[src/rtl/core/rbd_pkg.sv]
// ----------------------------------------------------------------------------
// rbd_pkg
// Shared types, widths and helpers of the 2x2 rgba box downsampler.
// ----------------------------------------------------------------------------
package rbd_pkg;

  localparam int CHAN_W      = 8;
  localparam int NUM_CHAN    = 4;
  localparam int PIX_W       = CHAN_W * NUM_CHAN;
  localparam int PSUM_W      = CHAN_W + 1;
  localparam int PAIRS_W     = PSUM_W * NUM_CHAN;
  localparam int COORD_W     = 11;
  localparam int CFG_W       = 13;
  localparam int CFG_ADDR_W  = 1;
  localparam int IN_DATA_W   = 32;
  localparam int OUT_DATA_W  = 56;
  localparam int OUT_USED_W  = PIX_W + 2 * COORD_W;

  localparam int DEF_MAX_WIDTH  = 4096;
  localparam int DEF_MAX_HEIGHT = 4096;
  localparam int SRC_DIM_RESET  = 256;

  typedef enum logic [CFG_ADDR_W-1:0] {
    REG_SRC_WIDTH  = 1'b0,
    REG_SRC_HEIGHT = 1'b1
  } cfg_reg_t;

  // position flags of the pixel about to be taken
  typedef struct packed {
    logic odd_col;
    logic odd_row;
    logic last;
  } pos_t;

  // register value clamped to 1..maxv
  function automatic int clamp_dim(logic [CFG_W-1:0] v, int maxv);
    int r;
    r = int'(v);
    if (r < 1) begin
      r = 1;
    end else if (r > maxv) begin
      r = maxv;
    end
    return r;
  endfunction

  // min width 2 so that the half-position select is never empty
  function automatic int cnt_width(int maxv);
    int r;
    r = $clog2(maxv);
    if (r < 2) begin
      r = 2;
    end
    return r;
  endfunction

endpackage

[src/rtl/core/rbd_ctrl.sv]
// ----------------------------------------------------------------------------
// rbd_ctrl
// Dimension registers and raster position counters of the source level.
// ----------------------------------------------------------------------------
module rbd_ctrl import rbd_pkg::*; #(
  parameter int MAX_WIDTH  = DEF_MAX_WIDTH,
  parameter int MAX_HEIGHT = DEF_MAX_HEIGHT,
  localparam int CW        = cnt_width(MAX_WIDTH),
  localparam int RW        = cnt_width(MAX_HEIGHT)
) (
  input  logic                  clk,
  input  logic                  rst_n,
  input  logic                  cfg_wen,
  input  logic [CFG_ADDR_W-1:0] cfg_addr,
  input  logic [CFG_W-1:0]      cfg_wdata,
  input  logic                  adv,
  output logic [CW-2:0]         ocol,
  output logic [RW-2:0]         orow,
  output pos_t                  pos
);

  localparam int W_RST = clamp_dim(CFG_W'(SRC_DIM_RESET), MAX_WIDTH);
  localparam int H_RST = clamp_dim(CFG_W'(SRC_DIM_RESET), MAX_HEIGHT);

  logic [CW-1:0] col_r, col_nxt;
  logic [RW-1:0] row_r, row_nxt;
  logic [CW-1:0] wm1_r, wm1_nxt;
  logic [RW-1:0] hm1_r, hm1_nxt;
  logic [CW-2:0] lastc_r, lastc_nxt;
  logic [RW-2:0] lastr_r, lastr_nxt;
  int            dim;

  assign ocol        = col_r[CW-1:1];
  assign orow        = row_r[RW-1:1];
  assign pos.odd_col = col_r[0];
  assign pos.odd_row = row_r[0];
  assign pos.last    = (ocol == lastc_r) && (orow == lastr_r);

  always_comb begin
    wm1_nxt   = wm1_r;
    hm1_nxt   = hm1_r;
    lastc_nxt = lastc_r;
    lastr_nxt = lastr_r;
    col_nxt   = col_r;
    row_nxt   = row_r;
    dim       = 0;
    if (cfg_wen) begin
      // any write restarts the level
      col_nxt = '0;
      row_nxt = '0;
      case (cfg_reg_t'(cfg_addr))
        REG_SRC_WIDTH: begin
          dim       = clamp_dim(cfg_wdata, MAX_WIDTH);
          wm1_nxt   = CW'(dim - 1);
          lastc_nxt = (CW-1)'((dim >> 1) - 1);
        end
        REG_SRC_HEIGHT: begin
          dim       = clamp_dim(cfg_wdata, MAX_HEIGHT);
          hm1_nxt   = RW'(dim - 1);
          lastr_nxt = (RW-1)'((dim >> 1) - 1);
        end
        default: begin
          dim = 0;
        end
      endcase
    end else if (adv) begin
      if (col_r == wm1_r) begin
        col_nxt = '0;
        row_nxt = (row_r == hm1_r) ? '0 : row_r + RW'(1);
      end else begin
        col_nxt = col_r + CW'(1);
      end
    end
  end

  always_ff @(posedge clk) begin
    if (!rst_n) begin
      col_r   <= '0;
      row_r   <= '0;
      wm1_r   <= CW'(W_RST - 1);
      hm1_r   <= RW'(H_RST - 1);
      lastc_r <= (CW-1)'((W_RST >> 1) - 1);
      lastr_r <= (RW-1)'((H_RST >> 1) - 1);
    end else begin
      col_r   <= col_nxt;
      row_r   <= row_nxt;
      wm1_r   <= wm1_nxt;
      hm1_r   <= hm1_nxt;
      lastc_r <= lastc_nxt;
      lastr_r <= lastr_nxt;
    end
  end

endmodule

[config.mk]
export PLATFORM = sky130hd
export DESIGN_NAME = rbd_ctrl
export DESIGN_NICKNAME = d
export VERILOG_FILES = /design/src/rtl/core/rbd_pkg.sv /design/src/rtl/core/rbd_ctrl.sv
export SDC_FILE = /design/constraint.sdc
export NUM_CORES = 1
export LEC_CHECK = 0
export ABC_AREA = 1
export BUFFER_PORTS_ARGS = -buffer_cell sky130_fd_sc_hd__buf_2
export CAP_MARGIN = 30
export CORE_MARGIN = 2
export CORE_UTILIZATION = 55
export CTS_CLUSTER_SIZE = 16
export DETAILED_ROUTE_END_ITERATION = 6
export GPL_TIMING_DRIVEN = 0
export HOLD_SLACK_MARGIN = 0.03
export PLACE_DENSITY = 0.75
export SLEW_MARGIN = 20
export SYNTH_ARGS = -nofsm -noshare
export SYNTH_HDL_FRONTEND = slang
export SYNTH_SLANG_ARGS = --single-unit
[constraint.sdc]
create_clock -name clk -period 3.4 [get_ports clk]
set_input_delay 0 -clock clk [delete_from_list [all_inputs] [get_ports clk]]
set_output_delay 0 -clock clk [all_outputs]
set_load 0.02 [all_outputs]
* Yosys cells after proc, flatten, opt, wreduce, memory -nomap -nowiden
Cells that the tools add are included.
** Storage, ports and cells
- Word-level logic and storage cells :: 33
- Register bits :: 70
- Output and inout bits :: 25
- Bits of input ports :: 18
** Cells by class
- Mux-type cells :: 8
- $lt $le $gt $ge :: 2
- Add/subtract/negate cells :: 6
- Reduce and logical (&&, ||, !) cells :: 5
- Equality and inequality tests :: 4
- Bitwise operators :: 2
** Operators with widths (number)
- two-way mux 12 bit :: 8
- adder 12 x 1 -> 12 bit (second input constant) :: 2
- equality test 12 bit :: 2
- subtractor 12 x 2 -> 12 bit (second input constant) :: 2
- equality test 11 bit :: 2
- subtractor 11 x 1 -> 11 bit (second input constant) :: 2
- greater-than comparator 13 bit (second input constant) :: 1
- < comparator 13 x 1 -> 1 bit (second input constant) :: 1
- AND reduction 2 bit :: 3
- NOT 1 bit :: 2
- OR reduction 2 bit :: 1
- logical AND 1 bit :: 1

* Longest topological paths before layout
Gate-level depths: netlist of the first run.
- Word-level depth :: 6
- Gate-level depth with buffers :: 17
- Gate-level depth less buffers :: 16

* Least setup slack after synthesis of the first run
OpenSTA, ideal clock, no wires.
- Kind :: register -> register
- Start point :: register col_r[6]
- End point :: register row_r[7]
- Clock period less this slack :: 1.627 ns
- Arrival time :: 1.509 ns
- Required time :: 3.282 ns
- Path buffers :: 1
- Setup time :: 0.118 ns
- Cell stages (with the launch flop) :: 11
- Slack :: 1.773 ns
- Cells stage by stage :: dfxtp_1 inv_1 nand2_1 nand2_1 nor3_1 nand2_1 nor3_1 nand3_1 buf_2 nor3_1 nor2_1
** Between the ends
- Word-level cells in the longest chain between the ends :: 2
** RTL lines
- from (decl) :: line rbd_ctrl.sv:25 : logic [CW-1:0] col_r, col_nxt;
- from (signal assigned) :: line rbd_ctrl.sv:85 : col_r <= col_nxt;
- equality test 12 bit :: line rbd_ctrl.sv:67 : if (col_r == wm1_r) begin
- AND reduction 2 bit (no source line)
- to (signal assigned) :: line rbd_ctrl.sv:86 : row_r <= row_nxt;
- to (decl) :: line rbd_ctrl.sv:26 : logic [RW-1:0] row_r, row_nxt;
No other way between the ends.
A chain may end at the register's enable or synchronous reset.

==> results of run 1 <==
final cells by class:
| type | instances | area share |
|---|---|---|
| clock inverters | 1 | 0.00108 |
| inverters | 70 | 0.0567 |
| plain buffers | 20 | 0.0211 |
| flip-flops and latches | 70 | 0.303 |
| repair buffers | 43 | 0.0476 |
| well taps | 99 | 0.0267 |
| multi-input cells | 467 | 0.508 |
| clock buffers | 13 | 0.0365 |
cell usage after synthesis (3+ instances only):
library cell	n	share of area
nor2_1	82	0.075
nor3_1	15	0.018
buf_1	3	0.0027
a21oi_1	46	0.056
inv_1	67	0.061
nand2_1	164	0.15
xnor2_1	18	0.038
o21ai_0	16	0.019
clkbuf_1	9	0.0082
or2_2	6	0.0091
buf_2	6	0.0073
o41ai_1	3	0.0064
or2_1	3	0.0046
nand3_1	45	0.055
xor2_1	35	0.075
dfxtp_1	70	0.34
nand4_1	7	0.011
nor3b_1	4	0.0073
nor2_2	3	0.0046
ha_1	5	0.015
nand2_2	3	0.0046
per-stage QoR:
| stage | instances | utilization |
|---|---|---|
| after global routing | 783 | 0.638 |
| after global placement | 768 | 0.613 |
| after detailed placement | 768 | 0.613 |
| final | 783 | 0.638 |
| after CTS | 783 | 0.638 |
| after floorplan | 627 | - |
worst max-delay path, stage by stage (launching register included):
cell,delay (ps)
dfxtp_1,470
inv_1,170
nand2_1,90
nand4_1,90
nor4_1,400
nand4_1,140
nor2_1,190
buf_2,190
layout by cell type (no fill, tap or decap), types with 2 or more instances in the layout:
master      n
nand2_1   164
nand4_1     7
nor2_2      3
nor3b_1     4
buf_1       3
ha_1        5
buf_6       2
clkbuf_1   10
nor2_1     82
nor4_1      2
o21ai_0    16
xor2_1     35
nand2_2     3
xnor2_1    18
inv_1      67
inv_2       2
or2_2       6
a21oi_1    46
o41ai_1     3
nor3_1     15
nand3_1    45
clkbuf_8   12
or2_1       3
dfxtp_1    70
buf_2      48
worst min path at each step:
| stage | start | slack [ps] | cells past startpoint | end |
|---|---|---|---|---|
| 2_1_floorplan | adv | 150 | 2 | col_r[0]$_SDFFE_PP0P_ |
| 3_5_place_dp | adv | 310 | 3 | col_r[0]$_SDFFE_PP0P_ |
| 6_report | cfg_wen | 40 | 4 | col_r[6]$_SDFFE_PP0P_ |
| 4_1_cts | cfg_wen | 40 | 4 | col_r[6]$_SDFFE_PP0P_ |
| 5_1_grt | cfg_wen | 80 | 4 | col_r[6]$_SDFFE_PP0P_ |
| 3_3_place_gp | adv | 310 | 3 | col_r[0]$_SDFFE_PP0P_ |
kinds of logic (layout without fill, tap and decap cells):
kind of cell               after synthesis  count (layout)
xor gates and xnor gates                53              53
buffers and inverters                   90             147
DFF                                     70              70
AOI/OAI and AO/OA                       69              69
adders and majority gates                5               5
and+or+nand+nor                        340             340
report_power, final:
group | leakage (nW) | internal, mW | total, mW | switching (mW)
clock network | 0.0914 | 0.316 | 0.618 | 0.302
logic | 1.51 | 0.0930 | 0.260 | 0.167
registers | 0.574 | 0.859 | 0.886 | 0.0263
flip-flops by register name (all words and copies together) (netlist names):
signal / cells
hm1_r: 12
lastr_r: 11
lastc_r: 11
row_r: 12
wm1_r: 12
col_r: 12
routing by layer:
| metal | share of wire | wire, um | vias up |
|---|---|---|---|
| li1 | - | - | 2087 |
| met1 | 0.48 | 5170 | 1889 |
| met2 | 0.45 | 4860 | 108 |
| met3 | 0.048 | 512 | 18 |
| met4 | 0.016 | 175 | 0 |
| met5 | 0 | 0 | - |
==> results_dict.tcl, run 1 <==
set metrics [dict create \
    status "completed" \
    gp_congestion 0.912 \
    cts_setup_buffers 0 \
    synth_area_per_cell_um2 6.56 \
    final_net_count 704 \
    maxCapViolations 0 \
    area_growth_pct 12.6 \
    postCtsResizedCells 0 \
    syn_area_um2 4110 \
    yosys_register_bits 70 \
    ioPinCount 43 \
    ff2ff_path_depth 10 \
    synth_compound_area_frac 0.0888 \
    grt_max_degree 11 \
    stdcell_area_um2 4630 \
    cp-endpoint "pos[0]" \
    synthFlopType "dfxtp_1" \
    grt_overflow 0 \
    wl_per_cell_um 13.7 \
    finalHoldViolCount 0 \
    clk_pin_slew_ps 70 \
    chipHeight_um 90.5 \
    r2r_setup_slack_ps 1460 \
    p_leak_nw 2.18 \
    yosys_warnings 0 \
    yosysSeqAreaShare 0.341 \
    seq_area_um2 1400 \
    grt_use_met1 0.366 \
    cp.arrival_ps 2090 \
    postRouteAntennaNets 0 \
    drv_slew 0 \
    fillCellCount 711 \
    pre_cts_ws_ps 1260 \
    gr-usage-met3 0.0501 \
    period_minus_slack_ps 2090 \
    first_pass_iters 5 \
    vias_per_cell 5.24 \
    n_antenna_cell 0 \
    grt_pass1_vias 3741 \
    cp-start-kind "flop" \
    yosys.area_share.simple 0.355 \
    max_freq_ghz 0.479 \
    finalSetupViolations 0 \
    antenna_found_initial 0 \
    clock_sinks 70 \
    place_area_um2 4450 \
    drc 0 \
    synth_top_family_by_area "simple AND/OR/NAND/NOR gates" \
    power.density_nw_per_um2 381 \
    finalCritPeriodShare 0.614 \
    fp-row-count 31 \
    cts_hold_buf 1 \
    critPathLaunch "col_r[7]$_SDFFE_PP0P_" \
    critPathCaptureType "primary output" \
    core-area_um2 7250 \
    synth_nets 650 \
    drtIter0Drc 288 \
    criticalPathCategory "flop to primary output" \
    multi_input_area_um2 2350 \
    syn-instance-count 627 \
    cts_root_buffer "clkbuf_8" \
    total_power_mw 1.76 \
    worst_slew_pin_slew_ps 662 \
    grt_busiest_layer "met2" \
    hpwl_um 8330 \
    clk_latency_ps 350 \
    fin_hold_ws_ps 44.9 \
    critPathRequiredTime_ps 3400 \
    die_width_um 90.5 \
    io_buffer_count 42 \
    synth_edf_count 0 \
    synthMuxAreaShare 0 \
    timing.slew.headroom 0.553 \
    r2r_end "row_r[8]$_SDFFE_PP0P_" \
    synthXorXnorAreaFrac 0.113 \
    wirelength_um 10700 \
    met2_usage 0.439 \
    dieArea_um2 8190 \
    regToRegStartpoint "col_r[6]$_SDFFE_PP0P_" \
    cts_buffer_depth 2 \
    vias 4102 \
    numCtsBuffers 9 \
    synth-adder-area-share 0.0152 \
    cts_max_level 3 \
    hold_path.class "input port to flop" \
    synth-async-reset-ratio 0 \
    start_util 0.567 \
    peakVddDrop_v 0.000208 \
    fin_skew_ps 3.50 \
    grt_pass1_wl_um 17700 \
    drive_above_1_share 0.118 \
    setup_tns_ps 0 \
    grtUsageTotal 0.269 \
    cts_tree "done" \
    path_max_fanout 7 \
    rsz0062_at_grt "false" \
    layout_setup_ws_ps 1310 \
    yosysUniqueCellTypes 35 \
]
Power figures use the tool's default switching activity.
==> run 2: changes to the inputs <==
--- a/config.mk
+++ b/config.mk
@@ -9,12 +9,12 @@
 export BUFFER_PORTS_ARGS = -buffer_cell sky130_fd_sc_hd__buf_2
 export CAP_MARGIN = 30
 export CORE_MARGIN = 2
-export CORE_UTILIZATION = 55
+export CORE_UTILIZATION = 53
 export CTS_CLUSTER_SIZE = 16
 export DETAILED_ROUTE_END_ITERATION = 6
 export GPL_TIMING_DRIVEN = 0
 export HOLD_SLACK_MARGIN = 0.03
-export PLACE_DENSITY = 0.75
+export PLACE_DENSITY = 0.76
 export SLEW_MARGIN = 20
 export SYNTH_ARGS = -nofsm -noshare
 export SYNTH_HDL_FRONTEND = slang
==> constraint.sdc (replaced) <==
create_clock -name clk -period 1.9 [get_ports clk]
set_input_delay 0 -clock clk [delete_from_list [all_inputs] [get_ports clk]]
set_output_delay 0 -clock clk [all_outputs]
set_load 0.02 [all_outputs]
==> run 2 against run 1 <==
Net effect:
- sequential share of layout area shrank 0.52 points
- core utilization fell by 1.4 points
- combinational power up 87%
- final area up 2.6%
- die area grew 3.6%
- critical path depth unchanged
- clock skew is 7.1 ps higher
- largest cell class unchanged
==> results_dict.tcl, run 2 (synthesis results as in run 1) <==
set metrics [dict create \
    vias 4252 \
    core-area_um2 7610 \
    clock_sinks 70 \
    p_int_mw 2.24 \
    n_antenna_cell 0 \
    maxCapViolations 0 \
    dieArea_um2 8480 \
    drv_slew 0 \
    final_cell_mix "nand2_1, nor2_1, inv_1, dfxtp_1, a21oi_1" \
    grt_pass1_wl_um 18000 \
    fin_skew_ps 10.6 \
    dp.cells 771 \
    power.density_nw_per_um2 662 \
    hold_path.class "input port to flop" \
    period_minus_slack_ps 1880 \
    instances_no_fill 791 \
    cp-start-kind "flop" \
    drive_above_1_share 0.152 \
    gp_congestion 0.988 \
    grt_pass1_vias 3852 \
    p_sw_frac 0.287 \
    power_switching_mw 0.901 \
    worstPathCellList "xor2_1, nor2_1, o2111ai_2, nor4_2, nand2_1, nor2_2, buf_6" \
    status "completed" \
    io_buffer_count 42 \
    cp.arrival_ps 1880 \
    cts_root_buffer "clkbuf_8" \
    grtUsageTotal 0.265 \
    total_power_mw 3.15 \
    first_pass_iters 5 \
    drc 0 \
    postRouteAntennaNets 0 \
    start_util 0.541 \
    antenna_found_initial 0 \
    grt_max_degree 11 \
    seq_power_share 0.503 \
    wirelength_um 11100 \
    critPathCaptureType "primary output" \
    pre_cts_ws_ps -229 \
    max_freq_ghz 0.531 \
    stdcell_area_um2 4750 \
    fin_util 0.624 \
    cpPeakStageDelay_ps 360 \
    finalHoldViolCount 0 \
    area_growth_pct 15.5 \
    drtIter0Drc 325 \
    clk_pin_slew_ps 80 \
    worst_slew_pin_slew_ps 770 \
    numCtsBuffers 9 \
    layout_setup_ws_ps 17.6 \
    finalSetupViolations 0 \
    criticalPathCategory "flop to primary output" \
    comb_power_share 0.154 \
    peakVddDrop_v 0.000329 \
    wl_per_cell_um 14.1 \
    clk_latency_ps 350 \
    cts_max_level 3 \
    grt_overflow 0 \
    finalCritPeriodShare 0.991 \
    rsz0062_at_grt "true" \
    die_width_um 92.1 \
    slowest_stage "dfxtp_4" \
    p_leak_nw 2.20 \
    ioPinCount 43 \
    path_max_fanout 3 \
    layout_commonest_cell "nand2_1" \
    setup_tns_ps 0 \
    timing.slew.headroom 0.480 \
    cts_tree "done" \
    hpwl_um 8200 \
    fp-row-count 32 \
    clock_power_share 0.343 \
    final_net_count 708 \
    chipHeight_um 92.1 \
    cts_buffer_depth 2 \
    vias_per_cell 5.38 \
    fin_hold_ws_ps 43.7 \
    place_area_um2 4450 \
    critPathRequiredTime_ps 1900 \
]
## run 2: cell types whose count changed in the layout (fill, tap and decap cells not counted), sizes merged
cell	before	now
clkbuf	22	24
buf	53	56
## run 2: routing by layer
layer | share of wire | wire length, um | track usage | vias up
met5 | 0 | 0 | 0 | -
met4 | 0.024 | 272 | 0.0920 | 0
met1 | 0.44 | 4900 | 0.358 | 1959
met3 | 0.073 | 808 | 0.0394 | 27
li1 | - | - | - | 2096
met2 | 0.46 | 5140 | 0.434 | 170
## run 2: cell type report
| type | instances | area, um^2 |
|---|---|---|
| Timing Repair Buffer | 49 | 272 |
| Tap cell | 102 | 128 |
| Fill cell | 713 | 2860 |
| Sequential cell | 70 | 1410 |
| Clock buffer | 14 | 163 |
| Inverter | 70 | 263 |
| Multi-Input combinational cell | 467 | 2420 |
| Buffer | 18 | 86.3 |
| Clock inverter | 1 | 5.00 |
## run 2: worst max-delay path, delay by kind of cell (launching register included)
kind                   cells  cell delay (ps)
XOR/XNOR                   1              160
flip-flops                 1              360
AO/OA/AOI/OAI              1              160
AND/OR/NAND/NOR            4              720
buffers and inverters      1              130
## run 2: power groups by stage
stage / Sequential, mW / Clock, mW / Combinational [mW]
3_5_place_dp: 1.62 / 0 / 0.454
4_1_cts: 1.58 / 1.08 / 0.463
6_report: 1.58 / 1.08 / 0.485
5_1_grt: 1.59 / 1.15 / 0.539
2_1_floorplan: 1.61 / 0 / 0.326
3_3_place_gp: 1.62 / 0 / 0.442
## run 2: worst paths after layout
kind / end / cells past startpoint / start / slack, ps
worst min-delay path: col_r[5]$_SDFFE_PP0P_ / 4 / cfg_wen / 40
worst max-delay path: pos[0] / 7 / col_r[1]$_SDFFE_PP0P_ / 20
worst min register to register: hm1_r[3]$_SDFFE_PN1P_ / 2 / hm1_r[3]$_SDFFE_PN1P_ / 490
worst max register to register: col_r[1]$_SDFFE_PP0P_ / 9 / col_r[7]$_SDFFE_PP0P_ / 120
## run 2: repair_timing
action,4_1_cts,5_1_grt
endpoints found under the setup margin,3,24
setup buffers,0,6
gates resized for setup,4,25
endpoints found under the hold margin,2,0
pin swaps,0,7
hold buffers,1,0
